[src/hdl/fic_pkg.sv]
// fic_pkg: constants, types and the coefficient rom of the fir interpolator unit.
// the coefficient table is built at elaboration by fixed-point integer functions.
// no dependencies.
`timescale 1ns / 1ps

package fic_pkg;

   localparam int TAPS              = 32;
   localparam int OVERSAMPLE_FACTOR = 4;
   localparam int CUTOFF_HZ         = 20000;
   localparam int OUTPUT_RATE_HZ    = 192000;

   localparam int HIST_DEPTH = (TAPS + OVERSAMPLE_FACTOR - 1) / OVERSAMPLE_FACTOR;
   localparam int SAMPLE_W   = 16;
   localparam int COEF_W     = 18;
   localparam int SCALED_W   = SAMPLE_W + $clog2(OVERSAMPLE_FACTOR);
   localparam int PROD_W     = SCALED_W + COEF_W;
   localparam int ACC_W      = PROD_W + $clog2(HIST_DEPTH) + 1;
   localparam int PHASE_W    = $clog2(OVERSAMPLE_FACTOR);
   localparam int TAP_W      = $clog2(HIST_DEPTH * OVERSAMPLE_FACTOR + OVERSAMPLE_FACTOR);
   localparam int ROM_AW     = $clog2(TAPS);
   localparam int FRAC_SHIFT = 16;

   localparam longint Q30_ONE    = 64'sd1073741824;
   localparam longint TWO_PI_Q30 = 64'sd6746518852;
   localparam longint INV_PI_Q30 = 64'sd341782638;
   localparam longint WIN_A_Q30  = 64'sd579820585;
   localparam longint WIN_B_Q30  = 64'sd493921239;
   localparam longint TURN_ONE   = 64'sd4294967296;
   localparam longint COEF_MAX   = 64'sd131071;
   localparam longint COEF_MIN   = -64'sd131072;

   // center tap of the sinc, twice the normalized cutoff in q30
   localparam longint SINC_CENTER =
      64'sd2 * longint'(CUTOFF_HZ) * Q30_ONE / longint'(OUTPUT_RATE_HZ);

   typedef logic signed [COEF_W-1:0] coef_rom_type [TAPS];

   typedef enum logic [1:0] {
      ST_IDLE,
      ST_ISSUE,
      ST_DRAIN
   } state_type;

   typedef struct packed {
      logic                    valid;
      logic [TAP_W-1:0]        tap;
      logic                    last;
      logic                    eob;
      logic signed [ACC_W-1:0] acc;
   } chain_type;

   // unsigned truncating quotient by shift and subtract, elaboration only
   function automatic logic [63:0] udiv(input logic [63:0] num, input logic [63:0] den);
      logic [63:0] q;
      logic [63:0] r;
      q = '0;
      r = '0;
      for (int b = 63; b >= 0; b--) begin
         r = {r[62:0], num[b]};
         if (r >= den) begin
            r    = r - den;
            q[b] = 1'b1;
         end
      end
      return q;
   endfunction

   // signed quotient truncated toward zero
   function automatic longint sdiv(input longint num, input longint den);
      logic        neg;
      logic [63:0] un;
      logic [63:0] ud;
      logic [63:0] q;
      neg = (num < 0) != (den < 0);
      un  = (num < 0) ? 64'(-num) : 64'(num);
      ud  = (den < 0) ? 64'(-den) : 64'(den);
      q   = udiv(un, ud);
      return neg ? -longint'(q) : longint'(q);
   endfunction

   // q30 product with magnitudes rounded and sign restored
   function automatic longint qmul(input longint a, input longint b);
      logic neg;
      longint unsigned ua;
      longint unsigned ub;
      longint unsigned p;
      neg = (a < 0) != (b < 0);
      ua  = (a < 0) ? 64'(-a) : 64'(a);
      ub  = (b < 0) ? 64'(-b) : 64'(b);
      p   = (ua * ub + (64'd1 << 29)) >> 30;
      return neg ? -longint'(p) : longint'(p);
   endfunction

   // sine of an angle in turns, 2^-32 units, result in q30
   function automatic longint sin_turn(input int unsigned ph);
      int unsigned r;
      longint s;
      longint x;
      longint x2;
      longint t;
      r = ph;
      if (r >= 32'h4000_0000 && r < 32'hC000_0000) begin
         r = 32'h8000_0000 - r;
      end
      s  = (r >= 32'h8000_0000) ? longint'(r) - TURN_ONE : longint'(r);
      x  = sdiv(s * TWO_PI_Q30, TURN_ONE);
      x2 = qmul(x, x);
      t  = Q30_ONE;
      for (int k = 7; k >= 1; k--) begin
         t = Q30_ONE - sdiv(qmul(x2, t), longint'((2 * k) * (2 * k + 1)));
      end
      return qmul(x, t);
   endfunction

   // hamming-windowed sinc, normalized and scaled to q2.16
   function automatic coef_rom_type build_rom();
      coef_rom_type rom;
      longint h [TAPS];
      longint sum;
      longint an;
      longint raw;
      longint win;
      longint frac;
      longint wrap;
      longint num;
      longint c;
      int n;
      int unsigned ph;
      sum = 0;
      for (int i = 0; i < TAPS; i++) begin
         n  = i - (TAPS - 1) / 2;
         an = (n < 0) ? -longint'(n) : longint'(n);
         if (n == 0) begin
            raw = SINC_CENTER;
         end else begin
            frac = longint'(CUTOFF_HZ) * an;
            frac = frac - longint'(udiv(frac, 64'(OUTPUT_RATE_HZ))) * longint'(OUTPUT_RATE_HZ);
            ph   = 32'(udiv(frac << 32, 64'(OUTPUT_RATE_HZ)));
            raw  = sdiv(qmul(sin_turn(ph), INV_PI_Q30), an);
         end
         wrap = (i >= TAPS - 1) ? longint'(i - (TAPS - 1)) : longint'(i);
         ph   = 32'(udiv(wrap << 32, 64'(TAPS - 1)));
         win  = WIN_A_Q30 - qmul(WIN_B_Q30, sin_turn(ph + 32'h4000_0000));
         h[i] = qmul(raw, win);
         sum  = sum + h[i];
      end
      if (sum <= 0) begin
         sum = Q30_ONE;
      end
      for (int i = 0; i < TAPS; i++) begin
         num = h[i] * 64'sd65536;
         if (num >= 0) begin
            c = longint'(udiv(num + (sum >>> 1), sum));
         end else begin
            c = -longint'(udiv(-num + (sum >>> 1), sum));
         end
         if (c > COEF_MAX) begin
            c = COEF_MAX;
         end
         if (c < COEF_MIN) begin
            c = COEF_MIN;
         end
         rom[i] = COEF_W'(c);
      end
      return rom;
   endfunction

   localparam coef_rom_type COEF_ROM = build_rom();

   // taps past the end of the filter read as zero
   function automatic logic signed [COEF_W-1:0] coef_at(input logic [TAP_W-1:0] tap);
      logic signed [COEF_W-1:0] c;
      c = '0;
      if (int'(tap) < TAPS) begin
         c = COEF_ROM[tap[ROM_AW-1:0]];
      end
      return c;
   endfunction

endpackage

[src/hdl/fic_cell.sv]
// fic_cell: one cell of the polyphase accumulation chain.
// holds one scaled history sample and adds its tap product to the passing sum.
// depends on fic_pkg.
`timescale 1ns / 1ps

module fic_cell (
   input  logic                                 clock,
   input  logic                                 reset,
   input  logic                                 advance,
   input  logic                                 shift,
   input  logic signed [fic_pkg::SCALED_W-1:0]  hist_in,
   output logic signed [fic_pkg::SCALED_W-1:0]  hist_out,
   input  fic_pkg::chain_type                   link_in,
   output fic_pkg::chain_type                   link_out
);
   import fic_pkg::*;

   logic signed [SCALED_W-1:0] hist_ff;
   logic signed [PROD_W-1:0]   hist_ext;
   logic signed [PROD_W-1:0]   coef_ext;
   logic signed [PROD_W-1:0]   prod;
   chain_type                  link_ff;
   chain_type                  link_in_next;

   assign hist_ext = PROD_W'(hist_ff);
   assign coef_ext = PROD_W'(coef_at(link_in.tap));
   assign prod     = hist_ext * coef_ext;

   always_comb begin
      link_in_next       = link_in;
      link_in_next.tap   = link_in.tap + TAP_W'(OVERSAMPLE_FACTOR);
      link_in_next.acc   = link_in.acc + ACC_W'(prod);
   end

   always_ff @(posedge clock) begin
      if (reset) begin
         hist_ff <= '0;
      end else if (shift) begin
         hist_ff <= hist_in;
      end
   end

   always_ff @(posedge clock) begin
      if (reset) begin
         link_ff.valid <= 1'b0;
      end else if (advance) begin
         link_ff.valid <= link_in_next.valid;
      end
   end

   always_ff @(posedge clock) begin
      if (advance) begin
         link_ff.tap  <= link_in_next.tap;
         link_ff.last <= link_in_next.last;
         link_ff.eob  <= link_in_next.eob;
         link_ff.acc  <= link_in_next.acc;
      end
   end

   assign hist_out = hist_ff;
   assign link_out = link_ff;

endmodule

[src/hdl/fic_out_stage.sv]
// fic_out_stage: rounding, saturation and the result register of the interpolator.
// holds one result transaction and throttles the chain through advance.
// depends on fic_pkg.
`timescale 1ns / 1ps

module fic_out_stage (
   input  logic                          clock,
   input  logic                          reset,
   input  fic_pkg::chain_type            link,
   output logic                          advance,
   output logic                          rsp_tvalid,
   input  logic                          rsp_tready,
   output logic [fic_pkg::SAMPLE_W-1:0]  rsp_tdata,  // sample_out
   output logic                          rsp_tlast,  // last_of_run
   output logic                          rsp_tuser   // block_end
);
   import fic_pkg::*;

   localparam logic signed [ACC_W:0] RND_BIAS = (ACC_W + 1)'(1 << (FRAC_SHIFT - 1));
   localparam logic signed [ACC_W:0] SAT_MAX  = (ACC_W + 1)'((1 << (SAMPLE_W - 1)) - 1);
   localparam logic signed [ACC_W:0] SAT_MIN  = -(ACC_W + 1)'(1 << (SAMPLE_W - 1));

   logic signed [ACC_W:0]    rounded;
   logic signed [ACC_W:0]    shifted;
   logic [SAMPLE_W-1:0]      sat_in;
   logic                     valid_ff;
   logic [SAMPLE_W-1:0]      data_ff;
   logic                     last_ff;
   logic                     user_ff;

   assign rounded = (ACC_W + 1)'(link.acc) + RND_BIAS;
   assign shifted = rounded >>> FRAC_SHIFT;

   always_comb begin
      if (shifted > SAT_MAX) begin
         sat_in = SAT_MAX[SAMPLE_W-1:0];
      end else if (shifted < SAT_MIN) begin
         sat_in = SAT_MIN[SAMPLE_W-1:0];
      end else begin
         sat_in = shifted[SAMPLE_W-1:0];
      end
   end

   assign advance = !valid_ff || rsp_tready;

   always_ff @(posedge clock) begin
      if (reset) begin
         valid_ff <= 1'b0;
      end else if (advance) begin
         valid_ff <= link.valid;
      end
   end

   always_ff @(posedge clock) begin
      if (advance) begin
         data_ff <= sat_in;
         last_ff <= link.last;
         user_ff <= link.last & link.eob;
      end
   end

   assign rsp_tvalid = valid_ff;
   assign rsp_tdata  = data_ff;
   assign rsp_tlast  = last_ff;
   assign rsp_tuser  = user_ff;

endmodule

[src/hdl/fir_interpolator_unit.sv]
// fir_interpolator_unit: zero-stuffing fir interpolator built as a chain of mac cells.
// the sums for each input pass through the HIST_DEPTH cells and the output register;
// its OVERSAMPLE_FACTOR results come out on consecutive cycles without backpressure.
// a new input is taken only once the phase issue and the drain of the
// HIST_DEPTH-cell accumulation chain are done.
// reset: synchronous, clears the sample history, the phase counter and all valids.
`timescale 1ns / 1ps

module fir_interpolator_unit (
   input  logic                          clock,
   input  logic                          reset,
   input  logic                          req_tvalid,
   output logic                          req_tready,
   input  logic [fic_pkg::SAMPLE_W-1:0]  req_tdata,  // sample_in
   input  logic                          req_tlast,  // end_of_block
   output logic                          rsp_tvalid,
   input  logic                          rsp_tready,
   output logic [fic_pkg::SAMPLE_W-1:0]  rsp_tdata,  // sample_out
   output logic                          rsp_tlast,  // last_of_run
   output logic                          rsp_tuser   // block_end
);
   import fic_pkg::*;

   localparam logic signed [SCALED_W-1:0] L_MULT   = SCALED_W'(OVERSAMPLE_FACTOR);
   localparam logic [PHASE_W-1:0]         PHASE_LAST = PHASE_W'(OVERSAMPLE_FACTOR - 1);

   state_type                  state_ff;
   state_type                  state_in;
   logic [PHASE_W-1:0]         phase_ff;
   logic [PHASE_W-1:0]         phase_in;
   logic                       eob_ff;
   logic                       accept;
   logic                       advance;
   logic                       inject;
   logic                       chain_busy;
   logic signed [SCALED_W-1:0] scaled;
   logic signed [SCALED_W-1:0] hist_chain [HIST_DEPTH+1];
   chain_type                  links [HIST_DEPTH+1];
   logic [HIST_DEPTH-1:0]      cell_valid;

   assign accept = req_tvalid && req_tready;
   assign scaled = SCALED_W'($signed(req_tdata)) * L_MULT;

   assign hist_chain[0] = scaled;

   always_comb begin
      links[0].valid = inject;
      links[0].tap   = TAP_W'(phase_ff);
      links[0].last  = (phase_ff == PHASE_LAST);
      links[0].eob   = eob_ff;
      links[0].acc   = '0;
   end

   for (genvar k = 0; k < HIST_DEPTH; k++) begin : g_cell
      fic_cell u_cell (
         .clock    (clock),
         .reset    (reset),
         .advance  (advance),
         .shift    (accept),
         .hist_in  (hist_chain[k]),
         .hist_out (hist_chain[k+1]),
         .link_in  (links[k]),
         .link_out (links[k+1])
      );
      assign cell_valid[k] = links[k+1].valid;
   end

   assign chain_busy = |cell_valid;

   fic_out_stage u_out (
      .clock      (clock),
      .reset      (reset),
      .link       (links[HIST_DEPTH]),
      .advance    (advance),
      .rsp_tvalid (rsp_tvalid),
      .rsp_tready (rsp_tready),
      .rsp_tdata  (rsp_tdata),
      .rsp_tlast  (rsp_tlast),
      .rsp_tuser  (rsp_tuser)
   );

   always_comb begin
      state_in = state_ff;
      unique case (state_ff)
         ST_IDLE: begin
            if (accept) begin
               state_in = ST_ISSUE;
            end
         end
         ST_ISSUE: begin
            if (advance && phase_ff == PHASE_LAST) begin
               state_in = ST_DRAIN;
            end
         end
         ST_DRAIN: begin
            if (!chain_busy) begin
               state_in = ST_IDLE;
            end
         end
         default: state_in = ST_IDLE;
      endcase
   end

   always_comb begin
      req_tready = 1'b0;
      inject     = 1'b0;
      unique case (state_ff)
         ST_IDLE:  req_tready = 1'b1;
         ST_ISSUE: inject     = 1'b1;
         ST_DRAIN: ;
         default:  ;
      endcase
   end

   always_comb begin
      phase_in = phase_ff;
      if (inject && advance) begin
         phase_in = (phase_ff == PHASE_LAST) ? '0 : phase_ff + 1'b1;
      end
   end

   always_ff @(posedge clock) begin
      if (reset) begin
         state_ff <= ST_IDLE;
         phase_ff <= '0;
      end else begin
         state_ff <= state_in;
         phase_ff <= phase_in;
      end
   end

   always_ff @(posedge clock) begin
      if (accept) begin
         eob_ff <= req_tlast;
      end
   end

   a_accept_empty: assert property (@(posedge clock) disable iff (reset)
      accept |-> !chain_busy)
      else $error("input taken while the chain still holds sums");

   a_accept_issue: assert property (@(posedge clock) disable iff (reset)
      accept |=> state_ff == ST_ISSUE && phase_ff == '0)
      else $error("phase issue did not start at phase zero");

   a_user_on_last: assert property (@(posedge clock) disable iff (reset)
      rsp_tvalid && rsp_tuser |-> rsp_tlast)
      else $error("block end flagged off the last result");

   a_phase_range: assert property (@(posedge clock) disable iff (reset)
      int'(phase_ff) < OVERSAMPLE_FACTOR)
      else $error("phase counter out of range");

endmodule

[config.mk]
export PLATFORM = sky130hd
export DESIGN_NAME = fir_interpolator_unit
export DESIGN_NICKNAME = d
export VERILOG_FILES = /design/src/hdl/fic_pkg.sv /design/src/hdl/fic_cell.sv /design/src/hdl/fic_out_stage.sv /design/src/hdl/fir_interpolator_unit.sv
export SDC_FILE = /design/constraint.sdc
export NUM_CORES = 2
export LEC_CHECK = 0
export ABC_AREA = 1
export BUFFER_PORTS_ARGS = -buffer_cell sky130_fd_sc_hd__buf_2
export CAP_MARGIN = 20
export CELL_PAD_IN_SITES_DETAIL_PLACEMENT = 0
export CELL_PAD_IN_SITES_GLOBAL_PLACEMENT = 2
export CORE_AREA = 2 2 480 482
export CTS_BUF_LIST = sky130_fd_sc_hd__clkbuf_2
export CTS_CLUSTER_SIZE = 8
export DETAILED_ROUTE_END_ITERATION = 16
export DIE_AREA = 0 0 482 484
export PLACE_DENSITY = 0.83
export SLEW_MARGIN = 15
export SYNTH_ARGS = -nofsm -noshare
export SYNTH_HDL_FRONTEND = slang
export SYNTH_SLANG_ARGS = --single-unit
[constraint.sdc]
create_clock -name clock -period 10.45 [get_ports clock]
set_input_delay 0.5225 -clock clock [delete_from_list [all_inputs] [get_ports clock]]
set_output_delay 0.5225 -clock clock [all_outputs]
set_load 0.05 [all_outputs]
* Word-level counts from Yosys, hierarchy flattened
Memories as Yosys holds them, arrays and structs flattened. Cells that the tools add are included. W data, S select, Z words.
Storage, ports and cells: register bits 532, memory bits (read-only) 4608, input port bits 21, memories 8
Cells by class: add/subtract/negate cells 16, multiply operators 8, magnitude comparators 18, eq/ne operators 6, multiplexer cells 32, bitwise logic cells 9, reductions and logical operators 8
Memory list:
- (no name shown) | depth 32, width 18, rd ports 1, clocked after memory_dff 0, wr ports 0, line fic_pkg.sv:176 | c = COEF_ROM[tap[ROM_AW-1:0]];
- (no name shown) | depth 32, width 18, rd ports 1, clocked after memory_dff 0, wr ports 0, line fic_pkg.sv:176
- (no name shown) | depth 32, width 18, rd ports 1, clocked after memory_dff 0, wr ports 0, line fic_pkg.sv:176
- (no name shown) | depth 32, width 18, rd ports 1, clocked after memory_dff 0, wr ports 0, line fic_pkg.sv:176
- (no name shown) | depth 32, width 18, rd ports 1, clocked after memory_dff 0, wr ports 0, line fic_pkg.sv:176
- (no name shown) | depth 32, width 18, rd ports 1, clocked after memory_dff 0, wr ports 0, line fic_pkg.sv:176
- +2 memories
Operator list (number):
- $mux W18 | 24
- $mul A16 B18 Y34 | 8
- $add A40 B36 Y40 | 6
- $ge A6 B6 Y1 const B | 8
- $lt A6 B6 Y1 const B | 7
- $not A5 Y6 | 7
- $add A40 B17 Y41 const B | 1
- $add A36 B36 Y37 | 1
- $add A6 B3 Y6 const B | 6
- $gt A25 B16 Y1 const B | 1
- $lt A25 B16 Y1 const B | 1
- $mux W16 | 1
- $mux W2 | 4
- $reduce_or A8 Y1 | 1
- $lt A2 B6 Y1 const B | 1
- $ne A2 B2 Y1 const B | 3
- $not A2 Y6 | 1
- $pmux W2 S3 | 1
- $add A2 B3 Y4 const B | 1
- $eq A2 B2 Y1 const B | 2
- $logic_and A1 B1 Y1 | 3
- $reduce_and A3 Y1 | 1
- $add A2 B1 Y2 const B | 1
- $eq A2 B1 Y1 const B | 1
- other kinds (5) | 6

* Logic depth before layout (Yosys ltp)
word-level depth 7, depth in mapped cells 44

* Hierarchy
From an unflattened synthesis, not the netlist that was laid out.
Unflattened totals: cells, all modules 16966, area total of the unflattened synthesis 141428.1 µm²
By module, submodules not included:
- fic_cell at g_cell[2].u_cell ... | instances 4, cells each 2091, area each 17411.7 µm²
- fic_cell at g_cell[7].u_cell | instances 1, cells each 2106, area each 17671.9 µm²
- fic_cell at g_cell[6].u_cell | instances 1, cells each 2090, area each 17606.9 µm²
- fic_cell at g_cell[0].u_cell | instances 1, cells each 2091, area each 17451.7 µm²
- fic_cell at g_cell[1].u_cell | instances 1, cells each 2080, area each 17351.6 µm²
- fic_out_stage | instances 1, cells each 201, area each 1453.9 µm²
- fir_interpolator_unit | instances 1, cells each 34, area each 245.2 µm²

* Worst setup path after synthesis
Ideal clock, no wire load.
kind register to register, start register u_out.valid_ff, in the netlist u_out.rsp_tvalid, end register g_cell[0].u_cell.link_ff (netlist bit g_cell[0].u_cell.link_out[10]) (enable), library setup time 2767 ps, data arrival time 7099 ps, required time 7683 ps, setup slack 584 ps, cell stages (with the launch flop) 4, buffers on the path 0, clock period less this slack 9866 ps, cell sequence dfxtp_1 > inv_1 > nor2_2 > clkinv_1
Between the ends: cells in the longest elaborated chain, start to end 2
Ends and longest elaborated chain:
- start, declared | line fic_out_stage.sv:26 | logic valid_ff;
- start signal, assigned | line fic_out_stage.sv:50 | valid_ff <= link.valid;
- $logic_not A1 Y1 | line fic_out_stage.sv:44 | assign advance = !valid_ff || rsp_tready;
- $logic_or A1 B1 Y1 | line fic_out_stage.sv:44
- end, declared | line fic_cell.sv:22 | chain_type link_ff;
No other way between the ends. A chain may end at the register's enable or synchronous reset.

==> reports/results.ini <==
[synthesis]
ys_seq_area_frac=0.134
syn_area_per_cell_um2=8.00
synth_nets=14500
ys_top_cells_by_area=fa_1 (32%), ha_1 (14%), inv_1 (12%)
netlist.top_cell.by_area=fa_1
synth_cell_types=53
yosysWarnings=0
syn_inst=11900
synth_top_area_frac=0.319
synth_area_mm2=0.0954
yosys_register_bits=474

[timing]
clock.fmax_mhz=105
fin_skew_ns=0.134
slew_headroom=0.216
post-route-period-util=0.916
worstMarginPinSlew_ns=1.18
rsz0062_at_grt=no
setup_viol=0
drv_slew=0
final.min_clock_period_ns=9.57
setup_tns_ns=0
hold_viol=0

[setup_path]
crit_type=register to register
crit_path_start_kind=register
arrival_ns=10.86
crit_required_ns=11.75
slowest_stage=edfxtp_1
endpoint_kind=register
cpMostUsedCell=inv_1
critical_path.max_fanout=25
critPathMaxStageDelay_ns=1.10

[drt]
vias=76400
drc=0
ant_nets=0
drt_iter0_drc=4796
wirelength_mm=298
dr.pass1.iters=5
post_drt_wl_per_cell_um=19.6
viasPerCell=5.03

[global_route]
grt_pass1_wl_mm=469
gr-total-overflow=0
antenna_found_initial=11
grtUsageTotal=0.260
grt_max_degree=125
grt_pass1_vias=81100

[clock_network]
clk_pin_slew_worst_paths_ns=0.12
cts.sinks=474
clockBufferDepth=3
post_cts_buffers=0
clk_latency_ns=1.67
ctsRootBufferMaster=clkbuf_2
cts_max_level=4
cts_made_buffers=148
cts_tree=done

[floorplan]
die_x_um=482
start_util=0.417
dieArea_mm2=0.233
core_area_mm2=0.229
fp-row-count=176
io_pins=41
die_h_um=484

[cells_and_area]
fin_nets=14600
area_delta_synth_final_pct=5.96
drive_above_1_share=0.0291

[flow_run]
maxCapViolCount=0

[place]
port_buffers=40
place_congestion=0.926
detailed_place_hpwl_mm=257

[worst_hold_path]
hold_path_class=input port to register

[run_status]
status=complete, no violations

Yosys cell counts (all sizes together):
master	count
ha	1068
clkinv	10
nand3	305
o211ai	12
inv	2956
o311ai	1
nand2	2143
nand4	61
o22ai	2
nor4	24
o211a	1
nand2b	1
fa	1521
a21oi	704
buf	13
clkbuf	175
edfxtp	333
xnor2	110
a21boi	23
nand3b	7
a211oi	8
dfxtp	141
o221ai	7
a31oi	78
o21ai	477
o21a	20
o21bai	78
and3	14
and2	6
or2	12
o31ai	2
nor3	74
o2111ai	3
xor2	296
nor2	1149
a21o	79
layout make-up:
type	instances	area, um^2
antenna	9	22.5
clock buffer	208	1040
clock inverter	63	370
fill	23400	128000
inverter	2966	11100
multi-input combinational	8286	70700
sequential	474	12800
tap	3026	3790
timing repair buffer	144	1180
state kept, by name, summed over array words and instances (netlist names):
signal	count
phase_ff	2
state_ff	2
u_out.rsp_tdata	16
g_cell.u_cell.hist_out	128
eob_ff	1
g_cell.u_cell.link_out	322
u_out.rsp_tlast	1
u_out.rsp_tuser	1
u_out.rsp_tvalid	1
final timing paths:
path                            depth (start not counted)  slack (ns)                          start                             to
worst min-delay path                                    4        0.29                     req_tvalid  g_cell[1].u_cell.hist_out[16]
worst max register to register                         34        0.88  g_cell[0].u_cell.link_out[43]  g_cell[1].u_cell.link_out[29]
worst max-delay path                                   34        0.88  g_cell[0].u_cell.link_out[43]  g_cell[1].u_cell.link_out[29]
worst min register to register                          0        0.41  g_cell[6].u_cell.link_out[41]  g_cell[7].u_cell.link_out[41]
worst max-delay path, delay by kind of cell (launching register included):
family / cells / cell delay [ns]
buffers and inverters: 9 / 1.24
AND/OR/NAND/NOR: 9 / 1.19
adder cells (fa/ha/maj): 9 / 4.17
XOR/XNOR: 1 / 0.18
flip-flops: 1 / 1.10
AO/OA/AOI/OAI: 6 / 1.35
routing by layer:
metal  track usage  part of all wire
met1         0.363              0.46
met2         0.425              0.47
met3        0.0359             0.048
met4        0.0598             0.024
met5             0           0.00011
cells in the final DEF, fill, tap and decap left out, drive strengths merged, types with 6 or more instances in the layout:
| master | netlist | layout |
|---|---|---|
| a21oi | 704 | 704 |
| nand3b | 7 | 7 |
| and2 | 6 | 6 |
| and3 | 14 | 14 |
| a21boi | 23 | 23 |
| nand4 | 61 | 61 |
| nor4 | 24 | 24 |
| a21o | 79 | 79 |
| a211oi | 8 | 8 |
| xor2 | 296 | 296 |
| diode | 0 | 9 |
| o221ai | 7 | 7 |
| fa | 1521 | 1521 |
| inv | 2956 | 2962 |
| o21ai | 477 | 477 |
| clkbuf | 175 | 208 |
| ha | 1068 | 1068 |
| nand2 | 2143 | 2143 |
| o211ai | 12 | 12 |
| clkinv | 10 | 62 |
| o21bai | 78 | 78 |
| nor2 | 1149 | 1149 |
| edfxtp | 333 | 333 |
| o21a | 20 | 20 |
| nand3 | 305 | 305 |
| xnor2 | 110 | 110 |
| a31oi | 78 | 78 |
| dfxtp | 141 | 141 |
| or2 | 12 | 12 |
| buf | 13 | 84 |
| dlygate4sd3 | 0 | 60 |
| nor3 | 74 | 74 |
cell families after synthesis:
| kind of cell | Yosys count | synth area share |
|---|---|---|
| AOI/OAI and AO/OA | 1495 | 0.0860 |
| xor gates and xnor gates | 406 | 0.0373 |
| adders and majority gates | 2589 | 0.459 |
| buffers and inverters | 3154 | 0.124 |
| DFF | 474 | 0.134 |
| and+or+nand+nor | 3796 | 0.158 |
per-stage QoR:
stage,hold slack (ns),utilization,cell area [um^2],cells,setup WS [ns]
after global routing,0.119,0.442,101000,15200,0.373
after floorplan,0.400,-,95400,11900,0.584
after detailed placement,0.406,0.433,99000,14800,0.862
final,0.287,0.442,101000,15200,0.883
after CTS,0.00681,0.442,101000,15200,0.761
after global placement,0.400,0.433,99000,14800,0.837
timing repair:
item | CTS | global route
endpoints found under the setup margin | 0 | 0
hold endpoints to repair | 209 | 0
resized for setup | 0 | 0
hold buffers | 60 | 0
Power is left out: the tool's default activity adds up to more than one toggle a clock period on the data nets, which glitch-free logic cannot reach.
